$ cat config.mk
export PLATFORM = sky130hd
export DESIGN_NAME = base64_stream_decoder_top_flat
export DESIGN_NICKNAME = d
export VERILOG_FILES = /design/src/b64d_pkg.sv /design/src/b64d_ifs.sv /design/src/b64d_front.sv /design/src/b64d_queue.sv /design/src/b64d_back.sv /design/src/base64_stream_decoder_top.sv /design/src/flat_wrapper.sv
export VERILOG_INCLUDE_DIRS = /design/src /design/src/src
export SDC_FILE = /design/constraint.sdc
export NUM_CORES = 1
export LEC_CHECK = 0
export BUFFER_PORTS_ARGS = -buffer_cell sky130_fd_sc_hd__clkbuf_2
export CORE_ASPECT_RATIO = 0.8
export CORE_UTILIZATION = 62
export DETAILED_ROUTE_END_ITERATION = 6
export PLACE_DENSITY = 0.87
export SLEW_MARGIN = 20
export SYNTH_ARGS = -nofsm -noshare
export SYNTH_HDL_FRONTEND = slang
export SYNTH_SLANG_ARGS = --single-unit
$ cat constraint.sdc
create_clock -name clock -period 4.1 [get_ports clock]
set_input_delay 0.41 -clock clock [delete_from_list [all_inputs] [get_ports clock]]
set_output_delay 0.41 -clock clock [all_outputs]
set_load 0.02 [all_outputs]
$ cat src/base64_stream_decoder_top_macros.svh
// Assertion macros shared by the decoder modules.
// Each use expands to one labelled concurrent assertion, or to nothing in synthesis.
`ifndef BASE64_STREAM_DECODER_TOP_MACROS_SVH
`define BASE64_STREAM_DECODER_TOP_MACROS_SVH

`ifndef SYNTHESIS

// Checked property, disabled while reset is high.
`define B64D_ASSERT(label, clk, rst, prop, msg) \
   label: assert property (@(posedge clk) disable iff (rst) prop) else $error(msg);

// Checked property, live during reset as well.
`define B64D_ASSERT_ALWAYS(label, clk, prop, msg) \
   label: assert property (@(posedge clk) prop) else $error(msg);

`else

`define B64D_ASSERT(label, clk, rst, prop, msg)
`define B64D_ASSERT_ALWAYS(label, clk, prop, msg)

`endif

`endif

$ cat src/b64d_pkg.sv
package b64d_pkg;

   // Default depth of the queue between the front and back parts.
   localparam int B64D_QUEUE_DEPTH = 4;

   // Alphabet code points.
   localparam logic [7:0] CHAR_UPPER_A = 8'h41;
   localparam logic [7:0] CHAR_UPPER_Z = 8'h5A;
   localparam logic [7:0] CHAR_LOWER_A = 8'h61;
   localparam logic [7:0] CHAR_LOWER_Z = 8'h7A;
   localparam logic [7:0] CHAR_DIGIT_0 = 8'h30;
   localparam logic [7:0] CHAR_DIGIT_9 = 8'h39;
   localparam logic [7:0] CHAR_PLUS    = 8'h2B;
   localparam logic [7:0] CHAR_SLASH   = 8'h2F;

   // Value offsets of the lower-case letters and the digits.
   localparam logic [7:0] OFFSET_LOWER = 8'd26;
   localparam logic [7:0] OFFSET_DIGIT = 8'd52;
   localparam logic [5:0] SEXTET_PLUS  = 6'd62;
   localparam logic [5:0] SEXTET_SLASH = 6'd63;

   // Result of the alphabet lookup.
   typedef struct packed {
      logic       ok;
      logic [5:0] value;
   } b64d_sextet_type;

   // One job for the back part: up to three results from one input word.
   typedef struct packed {
      logic [2:0][7:0] data;      // data[0] is sent first
      logic [1:0]      last_idx;  // index of the final result of this job
      logic            has_bytes; // zero for a bare end marker result
      logic            last;      // final result closes the string
   } b64d_job_type;

   // Maps one character to its 6-bit value; ok is low for a terminating character.
   function automatic b64d_sextet_type b64d_sextet(input logic [7:0] c);
      b64d_sextet_type r;
      logic [7:0]      t;
      r.ok    = 1'b1;
      r.value = '0;
      t       = '0;
      if (c >= CHAR_UPPER_A && c <= CHAR_UPPER_Z) begin
         t       = c - CHAR_UPPER_A;
         r.value = t[5:0];
      end else if (c >= CHAR_LOWER_A && c <= CHAR_LOWER_Z) begin
         t       = c - CHAR_LOWER_A + OFFSET_LOWER;
         r.value = t[5:0];
      end else if (c >= CHAR_DIGIT_0 && c <= CHAR_DIGIT_9) begin
         t       = c - CHAR_DIGIT_0 + OFFSET_DIGIT;
         r.value = t[5:0];
      end else if (c == CHAR_PLUS) begin
         r.value = SEXTET_PLUS;
      end else if (c == CHAR_SLASH) begin
         r.value = SEXTET_SLASH;
      end else begin
         r.ok = 1'b0;
      end
      return r;
   endfunction

   // The three bytes of a group of four values.
   function automatic logic [7:0] b64d_byte0(input logic [5:0] a, input logic [5:0] b);
      return {a, b[5:4]};
   endfunction

   function automatic logic [7:0] b64d_byte1(input logic [5:0] b, input logic [5:0] c);
      return {b[3:0], c[5:2]};
   endfunction

   function automatic logic [7:0] b64d_byte2(input logic [5:0] c, input logic [5:0] d);
      return {c[1:0], d};
   endfunction

endpackage

$ cat src/b64d_ifs.sv
// Character channel into the decoder.
interface b64d_req_if;
   logic       valid;
   logic       ready;
   logic [7:0] char_code;
   logic       has_char;
   logic       end_of_text;

   modport source (output valid, output char_code, output has_char, output end_of_text,
                   input ready);
   modport sink   (input valid, input char_code, input has_char, input end_of_text,
                   output ready);
endinterface

// Decoded byte channel out of the decoder.
interface b64d_rsp_if;
   logic       valid;
   logic       ready;
   logic [7:0] data_byte;
   logic       byte_valid;
   logic       last_of_text;

   modport source (output valid, output data_byte, output byte_valid, output last_of_text,
                   input ready);
   modport sink   (input valid, input data_byte, input byte_valid, input last_of_text,
                   output ready);
endinterface

$ cat src/b64d_front.sv
`include "base64_stream_decoder_top_macros.svh"

module b64d_front
   import b64d_pkg::*;
(
   input  logic         clock,
   input  logic         reset,
   b64d_req_if.sink     req_if,
   input  logic         queue_full,
   output logic         job_push,
   output b64d_job_type job
);

   logic [2:0][5:0] buf_ff, buf_in;
   logic [1:0]      cnt_ff, cnt_in;
   logic            stopped_ff, stopped_in;

   b64d_sextet_type sx;
   logic            req_fire;
   logic            take_char;
   logic            full_grp;
   logic [2:0][5:0] grp;
   logic [1:0]      cnt_mid;
   logic            stop_mid;

   // A word is taken whenever the queue has room for its job.
   assign req_if.ready = !queue_full;
   assign req_fire     = req_if.valid && req_if.ready;

   // Classify the character and work out the group state after it.
   always_comb begin
      sx        = b64d_sextet(req_if.char_code);
      take_char = req_if.has_char && !stopped_ff;
      grp       = buf_ff;
      cnt_mid   = cnt_ff;
      stop_mid  = stopped_ff;
      full_grp  = 1'b0;
      if (take_char) begin
         if (!sx.ok) begin
            stop_mid = 1'b1;
         end else if (cnt_ff != 2'd3) begin
            grp[cnt_ff] = sx.value;
            cnt_mid     = cnt_ff + 2'd1;
         end else begin
            full_grp = 1'b1;
            cnt_mid  = 2'd0;
         end
      end
   end

   // Build the job: a whole group, or the flush of a partial group at the end.
   always_comb begin
      job = '0;
      if (full_grp) begin
         job.data[0]   = b64d_byte0(buf_ff[0], buf_ff[1]);
         job.data[1]   = b64d_byte1(buf_ff[1], buf_ff[2]);
         job.data[2]   = b64d_byte2(buf_ff[2], sx.value);
         job.last_idx  = 2'd2;
         job.has_bytes = 1'b1;
         job.last      = req_if.end_of_text;
      end else begin
         job.last = 1'b1;
         if (cnt_mid >= 2'd2) begin
            job.data[0]   = b64d_byte0(grp[0], grp[1]);
            job.data[1]   = b64d_byte1(grp[1], grp[2]);
            job.last_idx  = cnt_mid - 2'd2;
            job.has_bytes = 1'b1;
         end
      end
      job_push = req_fire && (full_grp || req_if.end_of_text);
   end

   // Next state; the end of a string returns the group state to empty.
   always_comb begin
      buf_in     = buf_ff;
      cnt_in     = cnt_ff;
      stopped_in = stopped_ff;
      if (req_fire) begin
         buf_in     = grp;
         cnt_in     = req_if.end_of_text ? 2'd0 : cnt_mid;
         stopped_in = req_if.end_of_text ? 1'b0 : stop_mid;
      end
   end

   always_ff @(posedge clock) begin
      if (reset) begin
         cnt_ff     <= '0;
         stopped_ff <= 1'b0;
      end else begin
         cnt_ff     <= cnt_in;
         stopped_ff <= stopped_in;
      end
   end

   always_ff @(posedge clock) begin
      buf_ff <= buf_in;
   end

   `B64D_ASSERT(a_end_clears, clock, reset, req_fire && req_if.end_of_text |=> cnt_ff == 2'd0 && !stopped_ff, "group state not cleared after end of string")
   `B64D_ASSERT(a_push_room, clock, reset, job_push |-> !queue_full, "job pushed into a full queue")

endmodule

$ cat src/b64d_queue.sv
`include "base64_stream_decoder_top_macros.svh"

module b64d_queue
   import b64d_pkg::*;
#(
   parameter int DEPTH = B64D_QUEUE_DEPTH
) (
   input  logic         clock,
   input  logic         reset,
   input  logic         push,
   input  b64d_job_type push_job,
   output logic         full,
   input  logic         pop,
   output b64d_job_type head,
   output logic         empty
);

   localparam int PTR_W = (DEPTH > 1) ? $clog2(DEPTH) : 1;
   localparam int CNT_W = $clog2(DEPTH + 1);

   b64d_job_type     mem_ff [DEPTH];
   logic [PTR_W-1:0] wr_ptr_ff, wr_ptr_in;
   logic [PTR_W-1:0] rd_ptr_ff, rd_ptr_in;
   logic [CNT_W-1:0] count_ff, count_in;

   assign full  = (count_ff == CNT_W'(DEPTH));
   assign empty = (count_ff == '0);
   assign head  = mem_ff[rd_ptr_ff];

   // Pointer and fill count update.
   always_comb begin
      wr_ptr_in = wr_ptr_ff;
      rd_ptr_in = rd_ptr_ff;
      count_in  = count_ff;
      if (push) begin
         wr_ptr_in = (wr_ptr_ff == PTR_W'(DEPTH - 1)) ? '0 : wr_ptr_ff + 1'b1;
      end
      if (pop) begin
         rd_ptr_in = (rd_ptr_ff == PTR_W'(DEPTH - 1)) ? '0 : rd_ptr_ff + 1'b1;
      end
      if (push && !pop) begin
         count_in = count_ff + 1'b1;
      end else if (pop && !push) begin
         count_in = count_ff - 1'b1;
      end
   end

   always_ff @(posedge clock) begin
      if (reset) begin
         wr_ptr_ff <= '0;
         rd_ptr_ff <= '0;
         count_ff  <= '0;
      end else begin
         wr_ptr_ff <= wr_ptr_in;
         rd_ptr_ff <= rd_ptr_in;
         count_ff  <= count_in;
      end
   end

   // Job storage.
   always_ff @(posedge clock) begin
      if (push) begin
         mem_ff[wr_ptr_ff] <= push_job;
      end
   end

   `B64D_ASSERT(a_no_overflow, clock, reset, push |-> !full, "push into a full queue")
   `B64D_ASSERT(a_no_underflow, clock, reset, pop |-> !empty, "pop from an empty queue")
   `B64D_ASSERT(a_count_range, clock, reset, count_ff <= CNT_W'(DEPTH), "fill count out of range")

endmodule

$ cat src/b64d_back.sv
`include "base64_stream_decoder_top_macros.svh"

module b64d_back
   import b64d_pkg::*;
(
   input  logic         clock,
   input  logic         reset,
   input  b64d_job_type head,
   input  logic         empty,
   output logic         pop,
   b64d_rsp_if.source   rsp_if
);

   logic [1:0] idx_ff, idx_in;
   logic       valid_ff, valid_in;
   logic [7:0] data_ff, data_in;
   logic       bvalid_ff, bvalid_in;
   logic       last_ff, last_in;
   logic       load;
   logic       take;

   // The output register reloads when it is empty or its word is being taken.
   assign load = !valid_ff || rsp_if.ready;
   assign take = load && !empty;
   assign pop  = take && (idx_ff == head.last_idx);

   // Walk through the results of the job at the head of the queue.
   always_comb begin
      valid_in  = valid_ff;
      data_in   = data_ff;
      bvalid_in = bvalid_ff;
      last_in   = last_ff;
      idx_in    = idx_ff;
      if (load) begin
         valid_in  = !empty;
         data_in   = head.data[idx_ff];
         bvalid_in = head.has_bytes;
         last_in   = head.last && (idx_ff == head.last_idx);
      end
      if (pop) begin
         idx_in = '0;
      end else if (take) begin
         idx_in = idx_ff + 2'd1;
      end
   end

   always_ff @(posedge clock) begin
      if (reset) begin
         valid_ff <= 1'b0;
         idx_ff   <= '0;
      end else begin
         valid_ff <= valid_in;
         idx_ff   <= idx_in;
      end
   end

   always_ff @(posedge clock) begin
      data_ff   <= data_in;
      bvalid_ff <= bvalid_in;
      last_ff   <= last_in;
   end

   assign rsp_if.valid        = valid_ff;
   assign rsp_if.data_byte    = data_ff;
   assign rsp_if.byte_valid   = bvalid_ff;
   assign rsp_if.last_of_text = last_ff;

   `B64D_ASSERT(a_idx_in_job, clock, reset, !empty |-> idx_ff <= head.last_idx, "result index past the end of the job")

endmodule

$ cat src/base64_stream_decoder_top.sv
// Channel  Role    Payload                               Handshake
// req_if   input   char_code[7:0] has_char end_of_text   valid/ready
// rsp_if   output  data_byte[7:0] byte_valid last_of_text valid/ready
//
// One character word is taken per cycle while the job queue has room.
// Results leave at one word per cycle while the receiver is ready, so a full
// group of four characters gives three output words; the back part's output
// register sets that pace. Jobs pass through the queue to that register.
// Reset is synchronous and active high; it empties the queue and the group state.
// Either side may stall on its own: the queue absorbs up to QUEUE_DEPTH jobs.
module base64_stream_decoder_top
   import b64d_pkg::*;
#(
   parameter int QUEUE_DEPTH = B64D_QUEUE_DEPTH
) (
   input  logic        clock,
   input  logic        reset,
   b64d_req_if.sink    req_if,
   b64d_rsp_if.source  rsp_if
);

   b64d_job_type push_job;
   b64d_job_type head;
   logic         push;
   logic         pop;
   logic         full;
   logic         empty;

   // Front part: classify characters and assemble groups.
   b64d_front u_front (
      .clock      (clock),
      .reset      (reset),
      .req_if     (req_if),
      .queue_full (full),
      .job_push   (push),
      .job        (push_job)
   );

   // Queue of byte jobs between the two parts.
   b64d_queue #(
      .DEPTH (QUEUE_DEPTH)
   ) u_queue (
      .clock    (clock),
      .reset    (reset),
      .push     (push),
      .push_job (push_job),
      .full     (full),
      .pop      (pop),
      .head     (head),
      .empty    (empty)
   );

   // Back part: send the bytes of each job one word at a time.
   b64d_back u_back (
      .clock  (clock),
      .reset  (reset),
      .head   (head),
      .empty  (empty),
      .pop    (pop),
      .rsp_if (rsp_if)
   );

endmodule
$ cat src/flat_wrapper.sv
// flat-port wrapper written by rule: the top's interface ports become plain ports
module base64_stream_decoder_top_flat import b64d_pkg::*;
#(
   parameter int QUEUE_DEPTH = B64D_QUEUE_DEPTH
)
  (clock, reset, req_if_valid, req_if_char_code, req_if_has_char, req_if_end_of_text, req_if_ready, rsp_if_valid, rsp_if_data_byte, rsp_if_byte_valid, rsp_if_last_of_text, rsp_if_ready);
  b64d_req_if req_if_i ();
  b64d_rsp_if rsp_if_i ();
  input  logic clock;
  input  logic reset;
  input wire logic [$bits(req_if_i.valid)-1:0] req_if_valid;
  input wire logic [$bits(req_if_i.char_code)-1:0] req_if_char_code;
  input wire logic [$bits(req_if_i.has_char)-1:0] req_if_has_char;
  input wire logic [$bits(req_if_i.end_of_text)-1:0] req_if_end_of_text;
  output wire logic [$bits(req_if_i.ready)-1:0] req_if_ready;
  output wire logic [$bits(rsp_if_i.valid)-1:0] rsp_if_valid;
  output wire logic [$bits(rsp_if_i.data_byte)-1:0] rsp_if_data_byte;
  output wire logic [$bits(rsp_if_i.byte_valid)-1:0] rsp_if_byte_valid;
  output wire logic [$bits(rsp_if_i.last_of_text)-1:0] rsp_if_last_of_text;
  input wire logic [$bits(rsp_if_i.ready)-1:0] rsp_if_ready;
  assign req_if_i.valid = req_if_valid;
  assign req_if_i.char_code = req_if_char_code;
  assign req_if_i.has_char = req_if_has_char;
  assign req_if_i.end_of_text = req_if_end_of_text;
  assign req_if_ready = req_if_i.ready;
  assign rsp_if_valid = rsp_if_i.valid;
  assign rsp_if_data_byte = rsp_if_i.data_byte;
  assign rsp_if_byte_valid = rsp_if_i.byte_valid;
  assign rsp_if_last_of_text = rsp_if_i.last_of_text;
  assign rsp_if_i.ready = rsp_if_ready;
  base64_stream_decoder_top #(.QUEUE_DEPTH(QUEUE_DEPTH)) u_core (.clock(clock), .reset(reset), .req_if(req_if_i), .rsp_if(rsp_if_i));
endmodule
==> impl_metrics.json <==
{
  "p_leak_nw": 2.80,
  "clk_pin_slew_ns": 0.06,
  "muxShareOfSynthArea_pct": 12.9,
  "min_to": "u_core.u_front.stopped_ff",
  "antenna_found_initial": 0,
  "cts-root-buf": "clkbuf_16",
  "cts_sinks": 155,
  "synth_edf_count": 140,
  "synth_top_cell_by_area": "edfxtp_1",
  "min_path_cells": 2,
  "die_h_um": 97.2,
  "setup_violations": 0,
  "grt_pass1_vias": 4083,
  "synthTopCellsByArea": "edfxtp_1 60%, mux4_2 9.0%, dfxtp_1 4.3%",
  "numCtsBuffers": 17,
  "r2r-end": "u_core.u_queue.count_ff[2]",
  "ff2ff_setup_slack_ns": 1.04,
  "final_nets": 510,
  "totalWireLength_um": 14200,
  "dieArea_um2": 11800,
  "antennaDiodeCount": 0,
  "drt_iter0_drc": 425,
  "synth-compound-area-share_pct": 9.16,
  "htreeDepth": 4,
  "worst_pin_slew_ns": 0.790,
  "mappedNetlistArea_um2": 7020,
  "grt_max_degree": 29,
  "grtUsageTotal_pct": 26.0,
  "crit_fanout": 13,
  "synth_cell_types": 59,
  "status": "completed",
  "cts_tree": "built",
  "synth_nets": 473,
  "fin_cells": 634,
  "max-slew-margin-rel_pct": 47.2,
  "netlist_instances": 440,
  "reg2reg_depth": 10,
  "wl_per_cell_um": 22.5,
  "io_buffers": 25,
  "max-cap-violations": 0,
  "num_rows": 34,
  "dp_hpwl_um": 8960,
  "post-route-util_pct": 72.7,
  "min_period_over_period_pct": 82.4,
  "firstDrtPassIters": 7,
  "clock.fmax_mhz": 296,
  "period_needed_ns": 3.38,
  "skew_ns": 0.0111,
  "final_antenna_net_count": 0,
  "ys_warn_count": 0,
  "areaGrowthSynthToFinish_pct": 13.3,
  "worstPathArrival_ns": 3.72,
  "synth_top_family_by_area": "multiplexers",
  "gp_congestion": 0.854,
  "yosys.area_share.xor_xnor_pct": 0.998,
  "vias_per_cell": 6.49,
  "synthSimpleGateAreaFrac_pct": 7.01,
  "grt.overflow.total": 0,
  "cp-end-kind": "register",
  "yosysSeqAreaShare_pct": 64.2,
  "worstHoldStart": "req_if_end_of_text",
  "clk_latency_ns": 0.42,
  "final.setup.tns_ns": 0,
  "synthArstFlopShare_pct": 0,
  "start_util_pct": 64.2,
  "cts_setup_buffers": 0,
  "avgSynthCellArea_um2": 15.9,
  "hold_buffers": 0,
  "placed_cells": 602,
  "finalHoldViolCount": 0,
  "io_pins": 26,
  "die_width_um": 121,
  "synthFlopType": "edfxtp_1",
  "yosys.area_share.adder_pct": 3.49,
  "pre_cts_slack_ns": 0.333,
  "regArea_um2": 4510,
  "setup_ws_ns": 0.724,
  "min_path_type": "primary input to register",
  "drc_errors": 0,
  "clockBufferDepth": 2,
  "rsz0062_at_grt": "false",
  "synth-seq-cells": 155,
  "criticalPathCategory": "primary input to register",
  "fill_cells": 629,
  "grt_pass1_wl_um": 22300,
  "ctsResizeCount": 0,
  "drive_gt1_share_pct": 23.9,
  "whs_ns": 0.355,
  "required_ns": 4.44,
  "powerDensity_nw_per_um2": 570,
  "worstSetupStartpointType": "primary input",
  "yosysTopAreaCellShare_pct": 59.9,
  "vias": 4115,
  "slew_violations": 0,
  "ir_worst_vdd_v": 0.000308,
  "core_um2": 10900,
  "multiInputGateArea_um2": 2360
}
-- per-stage QoR --
| stage | instance area [µm²] | power, W |
|---|---|---|
| finish | 7950 | 0.00453 |
| CTS | 7950 | 0.00456 |
| global placement | 7330 | 0.00293 |
| floorplan | 7020 | 0.00271 |
| detailed placement | 7330 | 0.00297 |
| global route | 7950 | 0.00470 |
-- critical path, cell delays in order --
cell and delay [ns]:
clkbuf_2 0.17, inv_1 0.17, ha_1 0.26, a21boi_0 0.14, o22ai_1 0.35, o21ai_4 0.15, a21oi_4 0.27, nand2_2 0.11
inv_2 0.20, o21a_4 0.20, ha_1 0.18, inv_1 0.07, fa_1 0.43, xor2_1 0.15, or3_1 0.30, a21oi_1 0.14
-- synthesized netlist by cell type, drive strengths merged, types with 9 or more instances --
library cell	n
edfxtp	140
mux4	28
inv	21
and2	18
ha	18
nand2	18
dfxtp	15
mux2	14
mux2i	12
nor2	11
a21oi	10
a32o	10
buf	10
o22ai	10
nand2b	9
-- power by group --
| part | internal, W | switching, W |
|---|---|---|
| clock | 0.000975 | 0.000601 |
| combinational | 0.000402 | 0.000519 |
| sequential | 0.00192 | 0.000109 |
-- cells by family after synthesis --
family | Yosys count
AND/OR/NAND/NOR | 88
XOR/XNOR | 8
adder cells (fa/ha/maj) | 19
AO/OA/AOI/OAI | 77
flip-flops | 155
multiplexers | 54
buffers and inverters | 39
-- sequential cells by signal, summed over array words and instances, names as in the netlist, named ones only --
register and cells:
u_core.u_queue.mem_ff 112, u_core.u_front.buf_ff 16, u_core.u_back.rsp_if.data_byte 8, u_core.u_queue.count_ff 3
u_core.u_back.idx_ff 2, u_core.u_front.cnt_ff 2, u_core.u_queue.rd_ptr_ff 2, u_core.u_queue.wr_ptr_ff 2
u_core.u_back.rsp_if.byte_valid 1, u_core.u_back.rsp_if.last_of_text 1, u_core.u_back.rsp_if.valid 1, u_core.u_front.stopped_ff 1
-- worst max path at each step --
stage                                    from                    endpoint  slack, ns
final                     req_if_char_code[2]  u_core.u_queue.count_ff[2]       0.72
after global routing      req_if_char_code[2]  u_core.u_queue.count_ff[2]       0.51
after CTS                 req_if_char_code[2]  u_core.u_queue.count_ff[2]       0.76
after detailed placement  req_if_char_code[2]  u_core.u_queue.count_ff[2]       0.33
after global placement    req_if_char_code[2]  u_core.u_queue.count_ff[2]       0.45
after floorplan           req_if_char_code[2]  u_core.u_queue.count_ff[2]       0.75
-- per-layer routing --
layer	part of all wire (%)	global-route usage (%)
met4	1.3	7.98
met5	0	0
met2	49	39.4
met3	7.2	6.92
met1	42	37.0
-- cells in the final DEF, fill, tap and decap left out, types with 12 or more instances in the layout --
master / netlist / layout
clkbuf_16: 0 / 22
mux2i_1: 12 / 12
dfxtp_1: 15 / 14
inv_1: 20 / 20
mux4_2: 28 / 28
nand2_1: 16 / 16
edfxtp_1: 140 / 140
clkbuf_2: 0 / 25
and2_1: 17 / 17
ha_1: 18 / 18
-- final cells by class --
class / count / area share (%)
flip-flops and latches: 155 / 56.7
multi-input cells: 246 / 29.7
clock buffers: 26 / 7.24
repair buffers: 36 / 2.61
well taps: 144 / 2.27
inverters: 21 / 0.992
clock inverters: 6 / 0.535
Power figures use the tool's default switching activity.
